--- config.mk ---
export PLATFORM = sky130hd
export DESIGN_NAME = pi_controller_clamped
export DESIGN_NICKNAME = d
export VERILOG_FILES = /design/src/design/pic_pkg.sv /design/src/design/pic_ctrl.sv /design/src/design/pic_dpath.sv /design/src/design/pi_controller_clamped.sv
export SDC_FILE = /design/constraint.sdc
export NUM_CORES = 2
export LEC_CHECK = 0
export BUFFER_PORTS_ARGS = -buffer_cell sky130_fd_sc_hd__buf_2
export CAP_MARGIN = 25
export CORE_MARGIN = 2
export CORE_UTILIZATION = 24
export CTS_BUF_LIST = sky130_fd_sc_hd__clkbuf_8
export CTS_CLUSTER_SIZE = 28
export DETAILED_ROUTE_END_ITERATION = 12
export SYNTH_ARGS = -nofsm -noshare
export SYNTH_HDL_FRONTEND = slang
export SYNTH_SLANG_ARGS = --single-unit
--- constraint.sdc ---
create_clock -name aclk -period 12.2 [get_ports aclk]
set_clock_uncertainty 0.05 [all_clocks]
set_input_delay 0 -clock aclk [delete_from_list [all_inputs] [get_ports aclk]]
set_output_delay 0 -clock aclk [all_outputs]
set_load 0.03 [all_outputs]
--- src/design/pic_pkg.sv ---
// Shared types, register map and reset values for the clamped PI controller.
package pic_pkg;

    localparam int unsigned DATA_W  = 16;
    localparam int unsigned ERR_W   = DATA_W + 1;      // target - sensed, exact
    localparam int unsigned ESUM_W  = ERR_W + 1;       // err + last err
    localparam int unsigned PROP_W  = DATA_W + ERR_W;  // Q17.16 proportional term
    localparam int unsigned GS_W    = 2 * DATA_W + 1;  // integ_gain * step_time
    localparam int unsigned INC_W   = GS_W + ESUM_W;   // Q.32 increment
    localparam int unsigned INTEG_W = 32;              // Q8.24 integrator
    localparam int unsigned ACC_W   = INC_W - 9 + 1;   // integrator plus rounded increment
    localparam int unsigned SUM_W   = PROP_W + 8 + 1;  // Q.24 output sum
    localparam int unsigned IDX_W   = 3;

    typedef logic [IDX_W-1:0] reg_idx_t;

    localparam reg_idx_t REG_PROP_GAIN   = 3'd0;
    localparam reg_idx_t REG_INTEG_GAIN  = 3'd1;
    localparam reg_idx_t REG_STEP_TIME   = 3'd2;
    localparam reg_idx_t REG_INTEG_UPPER = 3'd3;
    localparam reg_idx_t REG_INTEG_LOWER = 3'd4;
    localparam reg_idx_t REG_DRIVE_UPPER = 3'd5;
    localparam reg_idx_t REG_DRIVE_LOWER = 3'd6;

    localparam logic [DATA_W-1:0] BOUND_MAX = 16'h7fff;
    localparam logic [DATA_W-1:0] BOUND_MIN = 16'h8000;

    // commands from the sequencer to the datapath
    typedef struct packed {
        logic load;    // capture the input item, form the error
        logic mul;     // proportional product, gain*step product, error sum
        logic prod;    // integrator increment product
        logic accum;   // add increment, clamp, update state
        logic drive;   // form output, clamp, load result register
    } pic_cmd_t;

    typedef struct packed {
        logic out_free; // result register empty or being taken this cycle
    } pic_stat_t;

endpackage

--- src/design/pic_ctrl.sv ---
// Sequencer for the clamped PI controller: steps each item through the datapath.
module pic_ctrl (
    input  logic              aclk,
    input  logic              aresetn,
    input  logic              s_valid,
    output logic              s_ready,
    input  pic_pkg::pic_stat_t stat,
    output pic_pkg::pic_cmd_t  cmd
);
    import pic_pkg::*;

    typedef enum logic [4:0] {
        ST_IDLE  = 5'b00001,
        ST_MUL   = 5'b00010,
        ST_PROD  = 5'b00100,
        ST_ACCUM = 5'b01000,
        ST_DRIVE = 5'b10000
    } state_t;

    state_t state_reg, state_next;

    // the next item may enter in the cycle its predecessor's result is loaded
    assign s_ready = (state_reg == ST_IDLE) ||
                     ((state_reg == ST_DRIVE) && stat.out_free);

    always_comb begin
        cmd        = '0;
        cmd.load   = s_valid && s_ready;
        state_next = state_reg;
        unique case (state_reg)
            ST_IDLE: begin
                if (s_valid) state_next = ST_MUL;
            end
            ST_MUL: begin
                cmd.mul    = 1'b1;
                state_next = ST_PROD;
            end
            ST_PROD: begin
                cmd.prod   = 1'b1;
                state_next = ST_ACCUM;
            end
            ST_ACCUM: begin
                cmd.accum  = 1'b1;
                state_next = ST_DRIVE;
            end
            ST_DRIVE: begin
                cmd.drive = stat.out_free;
                if (stat.out_free) begin
                    state_next = s_valid ? ST_MUL : ST_IDLE;
                end
            end
            default: state_next = ST_IDLE;
        endcase
    end

    always_ff @(posedge aclk) begin
        if (!aresetn) begin
            state_reg <= ST_IDLE;
        end else begin
            state_reg <= state_next;
        end
    end

endmodule

--- src/design/pic_dpath.sv ---
// Datapath of the clamped PI controller: config registers, multipliers, integrator, clamps.
module pic_dpath (
    input  logic                             aclk,
    input  logic                             aresetn,
    input  logic                             cfg_wr_en,
    input  pic_pkg::reg_idx_t                cfg_index,
    input  logic        [pic_pkg::DATA_W-1:0] cfg_data,
    input  logic signed [pic_pkg::DATA_W-1:0] s_target_value,
    input  logic signed [pic_pkg::DATA_W-1:0] s_sensed_value,
    output logic                             m_valid,
    input  logic                             m_ready,
    output logic signed [pic_pkg::DATA_W-1:0] m_drive_value,
    output logic                             m_drive_clamped,
    input  pic_pkg::pic_cmd_t                cmd,
    output pic_pkg::pic_stat_t               stat
);
    import pic_pkg::*;

    logic signed [DATA_W-1:0]  prop_gain_reg, integ_gain_reg;
    logic        [DATA_W-1:0]  step_time_reg;
    logic signed [DATA_W-1:0]  integ_upper_reg, integ_lower_reg;
    logic signed [DATA_W-1:0]  drive_upper_reg, drive_lower_reg;

    logic signed [ERR_W-1:0]   err_reg, last_err_reg;
    logic signed [ESUM_W-1:0]  esum_reg;
    logic signed [PROP_W-1:0]  prop_reg;
    logic signed [GS_W-1:0]    gs_reg;
    logic signed [INC_W-1:0]   inc_reg;
    logic signed [INTEG_W-1:0] integ_reg, integ_next;

    logic                      out_valid_reg;
    logic signed [DATA_W-1:0]  drive_reg, drive_next;
    logic                      clamped_reg, clamped_next;

    logic signed [INC_W-1:0]   inc_rnd;
    logic signed [ACC_W-1:0]   acc_raw, iu_ext, il_ext;
    logic signed [SUM_W-1:0]   sum, du_ext, dl_ext, sum_rnd;

    // config writes
    always_ff @(posedge aclk) begin
        if (!aresetn) begin
            prop_gain_reg   <= '0;
            integ_gain_reg  <= '0;
            step_time_reg   <= '0;
            integ_upper_reg <= BOUND_MAX;
            integ_lower_reg <= BOUND_MIN;
            drive_upper_reg <= BOUND_MAX;
            drive_lower_reg <= BOUND_MIN;
        end else if (cfg_wr_en) begin
            unique case (cfg_index)
                REG_PROP_GAIN:   prop_gain_reg   <= cfg_data;
                REG_INTEG_GAIN:  integ_gain_reg  <= cfg_data;
                REG_STEP_TIME:   step_time_reg   <= cfg_data;
                REG_INTEG_UPPER: integ_upper_reg <= cfg_data;
                REG_INTEG_LOWER: integ_lower_reg <= cfg_data;
                REG_DRIVE_UPPER: drive_upper_reg <= cfg_data;
                REG_DRIVE_LOWER: drive_lower_reg <= cfg_data;
                default: ;
            endcase
        end
    end

    // integrator step: round half up from Q.32 halved to Q8.24, then clamp upper first
    always_comb begin
        inc_rnd = (inc_reg + INC_W'(256)) >>> 9;
        acc_raw = ACC_W'(integ_reg) + ACC_W'(inc_rnd);
        iu_ext  = ACC_W'($signed({integ_upper_reg, 16'h0000}));
        il_ext  = ACC_W'($signed({integ_lower_reg, 16'h0000}));
        if (acc_raw > iu_ext) begin
            integ_next = {integ_upper_reg, 16'h0000};
        end else if (acc_raw < il_ext) begin
            integ_next = {integ_lower_reg, 16'h0000};
        end else begin
            integ_next = acc_raw[INTEG_W-1:0];
        end
    end

    // output: exact Q.24 sum, clamp, else round half up to Q8.8
    always_comb begin
        sum     = SUM_W'($signed({prop_reg, 8'h00})) + SUM_W'(integ_reg);
        du_ext  = SUM_W'($signed({drive_upper_reg, 16'h0000}));
        dl_ext  = SUM_W'($signed({drive_lower_reg, 16'h0000}));
        sum_rnd = (sum + SUM_W'(32768)) >>> 16;
        if (sum > du_ext) begin
            drive_next   = drive_upper_reg;
            clamped_next = 1'b1;
        end else if (sum < dl_ext) begin
            drive_next   = drive_lower_reg;
            clamped_next = 1'b1;
        end else begin
            drive_next   = sum_rnd[DATA_W-1:0];
            clamped_next = 1'b0;
        end
    end

    always_ff @(posedge aclk) begin
        if (cmd.load) begin
            err_reg <= ERR_W'(s_target_value) - ERR_W'(s_sensed_value);
        end
        if (cmd.mul) begin
            prop_reg <= PROP_W'(prop_gain_reg) * PROP_W'(err_reg);
            gs_reg   <= GS_W'(integ_gain_reg) * $signed(GS_W'(step_time_reg));
            esum_reg <= ESUM_W'(err_reg) + ESUM_W'(last_err_reg);
        end
        if (cmd.prod) begin
            inc_reg <= INC_W'(gs_reg) * INC_W'(esum_reg);
        end
        if (cmd.drive) begin
            drive_reg   <= drive_next;
            clamped_reg <= clamped_next;
        end
    end

    always_ff @(posedge aclk) begin
        if (!aresetn) begin
            integ_reg     <= '0;
            last_err_reg  <= '0;
            out_valid_reg <= 1'b0;
        end else begin
            if (cmd.accum) begin
                integ_reg    <= integ_next;
                last_err_reg <= err_reg;
            end
            if (cmd.drive) begin
                out_valid_reg <= 1'b1;
            end else if (m_ready) begin
                out_valid_reg <= 1'b0;
            end
        end
    end

    assign stat.out_free    = !out_valid_reg || m_ready;
    assign m_valid          = out_valid_reg;
    assign m_drive_value    = drive_reg;
    assign m_drive_clamped  = clamped_reg;

endmodule

--- src/design/pi_controller_clamped.sv ---
// Clamped PI controller top level: handshake ports, sequencer and datapath.
// Each item (setpoint and measurement, signed Q8.8) gives one result: the
// controller output in Q8.8 and a flag set when an output bound was applied.
// Steps from an item's acceptance to its result being loaded into the
// output register: error and two parallel products, the integrator increment
// product, the integrator update and clamp, then the output sum and clamp.
// These steps run in sequence on one set of registers, so a new item is
// accepted only when idle or in the cycle the previous result is loaded;
// a result waiting at m_ that is not taken holds the next one back. Registers
// are written through cfg_wr_en/cfg_index/cfg_data; the user must write them
// only while idle (not enforced by the block); indexes above 6 are ignored.
module pi_controller_clamped (
    input  logic                             aclk,
    input  logic                             aresetn,
    input  logic                             cfg_wr_en,
    input  pic_pkg::reg_idx_t                cfg_index,
    input  logic        [pic_pkg::DATA_W-1:0] cfg_data,
    input  logic                             s_valid,
    output logic                             s_ready,
    input  logic signed [pic_pkg::DATA_W-1:0] s_target_value,
    input  logic signed [pic_pkg::DATA_W-1:0] s_sensed_value,
    output logic                             m_valid,
    input  logic                             m_ready,
    output logic signed [pic_pkg::DATA_W-1:0] m_drive_value,
    output logic                             m_drive_clamped
);
    import pic_pkg::*;

    pic_cmd_t  cmd;
    pic_stat_t stat;

    pic_ctrl u_ctrl (
        .aclk    (aclk),
        .aresetn (aresetn),
        .s_valid (s_valid),
        .s_ready (s_ready),
        .stat    (stat),
        .cmd     (cmd)
    );

    pic_dpath u_dpath (
        .aclk            (aclk),
        .aresetn         (aresetn),
        .cfg_wr_en       (cfg_wr_en),
        .cfg_index       (cfg_index),
        .cfg_data        (cfg_data),
        .s_target_value  (s_target_value),
        .s_sensed_value  (s_sensed_value),
        .m_valid         (m_valid),
        .m_ready         (m_ready),
        .m_drive_value   (m_drive_value),
        .m_drive_clamped (m_drive_clamped),
        .cmd             (cmd),
        .stat            (stat)
    );

`ifndef SYNTHESIS
    // an accepted item keeps s_ready low through the mul, prod and accum steps
    a_item_spacing: assert property (@(posedge aclk) disable iff (!aresetn)
        (s_valid && s_ready) |=> !s_ready ##1 !s_ready ##1 !s_ready)
        else $error("item accepted while previous item in flight");

    // a result is never loaded over one that has not been taken
    a_no_overwrite: assert property (@(posedge aclk) disable iff (!aresetn)
        !(cmd.drive && m_valid && !m_ready))
        else $error("result register overwritten");

    // the sequencer only issues one step per cycle
    a_one_step: assert property (@(posedge aclk) disable iff (!aresetn)
        $onehot0({cmd.mul, cmd.prod, cmd.accum, cmd.drive}))
        else $error("multiple datapath steps in one cycle");
`endif

endmodule

**After elaboration in Yosys (flattened, before gate mapping)**

Index checks and enable logic that the tools add are counted.

- Multiply operators: 3
- Reduce and logical (&&, ||, !) cells: 15
- Mux-type cells: 15
- Eq/ne operators: 13
- Add/subtract/negate cells: 6
- $lt $le $gt $ge: 4

Operators by type and width:

| operator | number |
|---|---|
| $mul A16 B17 Y33 | 2 |
| $mux W32 | 2 |
| $add A51 B10 Y51 const B | 1 |
| $mul A33 B18 Y51 | 1 |
| $add A32 B42 Y43 | 1 |
| $gt A43 B32 Y1 | 1 |
| $lt A43 B32 Y1 | 1 |
| $add A41 B32 Y42 | 1 |
| $gt A42 B32 Y1 | 1 |
| $lt A42 B32 Y1 | 1 |
| $add A32 B17 Y32 const B | 1 |
| $mux W16 | 2 |
| $pmux W5 S5 | 1 |
| $add A17 B17 Y18 | 1 |
| $sub A16 B16 Y17 | 1 |
| $reduce_and A2 Y1 | 8 |
| $mux W5 | 2 |
| $eq A3 B3 Y1 const B | 3 |
| $mux W1 | 7 |
| $eq A3 B2 Y1 const B | 2 |
| $eq A5 B1 Y1 const B | 1 |
| $eq A5 B2 Y1 const B | 1 |
| $eq A5 B3 Y1 const B | 1 |
| $eq A5 B4 Y1 const B | 1 |
| other kinds (10) | 12 |

- Bits in registers: 336
- Word-level logic and storage cells: 74
- Input bits: 56

**Logic depth before layout (Yosys ltp)**

- Word-level depth: 5
- Mapped depth: 32

**Cells and area by module**

Synthesis repeated with hierarchy kept, for this count alone.

- Cell total of the unflattened synthesis: 6590
- Area total of the unflattened synthesis: 59610.9 um2

Modules (own cells, without submodules):

| module | instances | sequential area each (um2) | area an instance (um2) | cells an instance |
|---|---|---|---|---|
| pic_dpath | 1 | 8077.7 | 59296.9 | 6556 |
| pic_ctrl | 1 | 100.1 | 314.1 | 34 |

**Least setup slack after synthesis**

No wires, ideal clock.

- Kind: reg-to-reg
- Start point: register u_ctrl.state_reg[4]
- End point: register u_ctrl.state_reg[0]
- Period minus slack after synthesis: 9680 ps
- Path buffers: 0
- Slack: 2520 ps
- Data required time: 11684 ps
- Library setup time: 466 ps
- Arrival: 9164 ps
- Stages on the path, launching flop included: 4
- Path through: dfxtp_1 nor2_1 nor4bb_1 o31ai_1

- Longest elaborated chain between the ends: 3
- Elaborated cells between the ends (all ways): 9
- Those cells by class: eq/ne: 7; mux: 1; reduce/logical: 1

RTL lines:

| what | RTL line | text |
|---|---|---|
| start: declaration | pic_ctrl.sv:20 | `state_t state_reg, state_next;` |
| start signal: assignment | pic_ctrl.sv:60 | `state_reg <= state_next;` |
| $eq A5 B5 Y1 / $eq A5 B1 Y1 (equally long branches) | pic_ctrl.sv:30 | `unique case (state_reg)` |
| $ne A2 B1 Y1 (no source line) / $ne A2 B2 Y1 (equally long branches) | n/a |  |
| $reduce_and A2 Y1 (no source line) | n/a |  |

Several ways; a longest one is shown, not always the timed one.
A chain may end at the register's enable or synchronous reset.

**Final worst setup path**

- Start point: register u_dpath.inc_reg[13]
- End point: register u_dpath.integ_reg[23]

- Longest elaborated chain between the ends: 5
- Elaborated cells between the ends (all ways): 6
- Those cells by class: add/sub: 2; order compare: 2; mux: 2

RTL lines:

| what | RTL line | text |
|---|---|---|
| start: declaration | pic_dpath.sv:28 | `logic signed [INC_W-1:0] inc_reg;` |
| start signal: assignment | pic_dpath.sv:106 | `inc_reg <= INC_W'(gs_reg) * INC_W'(esum_reg);` |
| $add A51 B10 Y51 (*) | pic_dpath.sv:65 | `inc_rnd = (inc_reg + INC_W'(256)) >>> 9;` |
| $add A32 B42 Y43 (*) | pic_dpath.sv:66 | `acc_raw = ACC_W'(integ_reg) + ACC_W'(inc_rnd);` |
| $lt A43 B32 Y1 | pic_dpath.sv:71 | `end else if (acc_raw < il_ext) begin` |
| $mux W32 | pic_dpath.sv:71 |  |
| $mux W32 (*) | pic_dpath.sv:69 | `if (acc_raw > iu_ext) begin` |
| end signal: assignment | pic_dpath.sv:121 | `integ_reg <= integ_next;` |
| end: declaration | pic_dpath.sv:29 | `logic signed [INTEG_W-1:0] integ_reg, integ_next;` |

Every way passes the cells marked *; elsewhere a longest branch is shown, timed or not.

==> metrics.md <==
| Metric | Value |
|---|---|
| RSZ-0062 raised after global routing | `no` |
| CTS tree | `done` |
| CORE AREA | `246,000 µm²` |
| Distinct cells, synth | `105` |
| Aggregate global-route resource usage | `0.127` |
| Drt total wl | `158,000 µm` |
| Yosys warns | `0` |
| Iter 0 DRT Violations | `2,664` |
| CP peak stage delay | `0.65 ns` |
| Seq cells post-synth | `328` |
| Sequential share of power | `0.338` |
| Max FFs per register | `43` |
| FFs w/ async S/R, synth | `0` |
| H-tree depth | `2` |
| LEAKAGE | `0.0302 µW` |
| Top cell type's share of synthesized area | `0.352` |
| Final Instance Count excl. Fillers | `9,889` |
| Root buffer cell | `clkbuf_8` |
| Die height | `501 µm` |
| Synthesis-to-layout area growth | `10.3%` |
| WL per Instance | `16.0 µm` |
| Area of the mapped netlist | `59,300 µm²` |
| Starting Density | `0.241` |
| Crit start category | `flop` |
| Max cap viols | `0` |
| Psw | `1380 µW` |
| Count of flip-flops with a built-in enable after synthesis | `161` |
| Fin crit share | `0.673` |
| Crit path DAT | `8.77 ns` |
| Avg Inst Size Synth | `9.01 µm²` |
| Initial antenna violation count | `3` |
| Gate Count Post-Synth | `6,586` |
| Layout Nets | `8,253` |
| Critical path buffers and inverters | `0` |
| Final Util | `0.266` |
| CTS Buffer Depth | `3` |
| Outcome | `complete, no violations` |
| CTS clk-pin slew, worst paths | `0.07 ns` |
| CTS Hold Bufs | `77` |
| First-pass DRT Iterations | `5` |
| Pwr Total | `3820 µW` |
| Placer Congestion | `0.900` |
| Setup tns final | `0 ns` |
| Post-synthesis sequential area ratio | `0.138` |
| Cell class contributing the biggest share of worst-path delay | `simple AND/OR/NAND/NOR gates` |
| Post-Place Cells | `9,695` |
| Pwr Density | `58.4 nW/µm²` |
| Setup-failing EPs final | `0` |
| Met1 usage | `0.177` |
| Residual DRC | `0` |
| M3 GR Usage | `0.0115` |
| Ranking of synthesized cells by area | `fa_1 (35%), ha_1 (11%), inv_1 (8.4%), edfxtp_1 (8.1%), nand2_1 (6.3%)` |
| Vias in the first global route | `47.2k` |
| Critical path type | `flop to flop` |
| Detail-routed via count per cell | `4.52` |
| FMAX | `122 MHz` |
| Area leader, netlist | `fa_1` |
| Chip width | `501 µm` |
| Final global-route overflow total | `0` |
| Fin. max-slew vios | `0` |
| Switch share | `0.361` |
| Largest net degree at the start of global routing | `94` |
| First-pass GRT wire length | `260,000 µm` |
| Inserted Clock Buffers | `59` |
| Antenna Nets Post-Route | `0` |
| Min Tclk post-route | `8.21 ns` |
| Worst Hold Class | `primary input to flop` |
| Share of layout cells above drive strength 1 | `0.0423` |
| Resize count post-CTS | `0` |
| Least-Margin Pin Slew | `1.04 ns` |
| Crit path required time | `12.76 ns` |
| Port bufs | `74` |
| GR Layer Usage met2 | `0.214` |
| Worst Hold Slack | `0.0476 ns` |
| Via count | `44.7k` |
| Clock share of power | `0.317` |
| Cell Rows | `182` |
| Clock Latency Late Sink | `0.73 ns` |
| Post-CTS setup repair buffer count | `0` |
| Combinational power share | `0.344` |
| CP max-delay cell | `nand2_2` |
| DP HPWL | `126,000 µm` |
| Fin. Hold Viols | `0` |
| Worst Path Max Fanout | `32` |
| Relative slew slack | `0.303` |
| GRT busiest layer | `met2` |
| Post-Syn Nets | `8,222` |
| Endpoint class of the critical path | `flop` |
| # IOs | `75` |
| Pint | `2440 µW` |
| CTS Sinks | `328` |
| Die area | `251,000 µm²` |
| Max VDD drop | `0.0000836 V` |
| Main flop type after synthesis | `dfxtp_1` |
## logic make-up after synthesis
logic type / synth area share
AOI/OAI and AO/OA: 0.0953
xor gates and xnor gates: 0.0353
adders and majority gates: 0.465
buffers and inverters: 0.0994
DFF: 0.138
muxes: 0.00264
and+or+nand+nor: 0.165
## cells in the mapped netlist, drive strengths merged, types with 57 or more instances
cell	count
clkbuf	229
a21boi	130
edfxtp	161
nand3	88
fa	1042
inv	1325
nand2	1004
a21oi	187
o21ai	128
xor2	68
dfxtp	167
and2	438
a21o	89
nor2	195
ha	538
nor3	57
xnor2	170
## metal layers
| layer | part of all wire | vias up |
|---|---|---|
| met5 | 0 | - |
| met4 | 0.021 | 0 |
| met3 | 0.048 | 198 |
| met2 | 0.47 | 1218 |
| met1 | 0.46 | 22600 |
| li1 | - | 20700 |
## through the flow
step	area [µm²]	setup slack (ns)
after floorplan	59300	2.52
after global placement	63200	4.28
after detailed placement	63300	4.08
after CTS	65400	4.04
after global routing	65500	3.31
final	65500	3.99
## cell type report
cell class | instances | area [µm²]
clock buffers | 61 | 840
multi-input cells | 4694 | 45300
fillers | 26200 | 180000
well taps | 3220 | 4030
repair buffers | 209 | 1660
inverters | 1325 | 4970
clock inverters | 50 | 483
diodes | 2 | 5.00
flip-flops and latches | 328 | 8180
## final timing paths
| path | to | slack (ns) | start | cells after the start |
|---|---|---|---|---|
| setup / recovery | u_dpath.integ_reg[23] | 3.99 | u_dpath.inc_reg[13] | 29 |
| hold / removal | u_dpath.err_reg[6] | 0.05 | s_sensed_value[5] | 6 |
| setup reg to reg | u_dpath.integ_reg[23] | 3.99 | u_dpath.inc_reg[13] | 29 |
| hold reg to reg | u_dpath.last_err_reg[12] | 0.42 | u_dpath.last_err_reg[12] | 2 |
## power groups by stage
| stage | registers [µW] | clock network, µW | logic (µW) |
|---|---|---|---|
| after floorplan | 1270 | 0 | 938 |
| after global placement | 1310 | 0 | 1270 |
| after detailed placement | 1320 | 0 | 1270 |
| after CTS | 1290 | 1250 | 1330 |
| after global routing | 1300 | 1290 | 1490 |
| final | 1290 | 1210 | 1320 |
## worst register-to-register path: cells and delay by family, from the launching register on
family	cells	cell delay (ns)
flops	1	0.40
simple gates	17	4.92
fa+ha+maj	2	0.53
xor+xnor	1	0.20
compound gates	9	2.00
## cell usage in the layout, fill, tap and decap left out, types with 31 or more instances in the layout
master	n
xnor2_1	169
dfxtp_1	167
nand4_1	51
and2_1	438
o211ai_1	50
inv_1	1338
fa_1	1042
nand2b_1	54
o21ai_0	111
and3_1	31
ha_1	538
clkbuf_8	61
buf_2	73
nor3_1	54
nand3_1	85
edfxtp_1	161
nor2b_1	35
a21oi_1	184
a21o_1	89
buf_4	52
nor2_1	193
dlygate4sd3_1	77
a21boi_0	110
o21a_1	35
nand2_1	1001
xor2_1	68
Power figures use the tool's default switching activity.
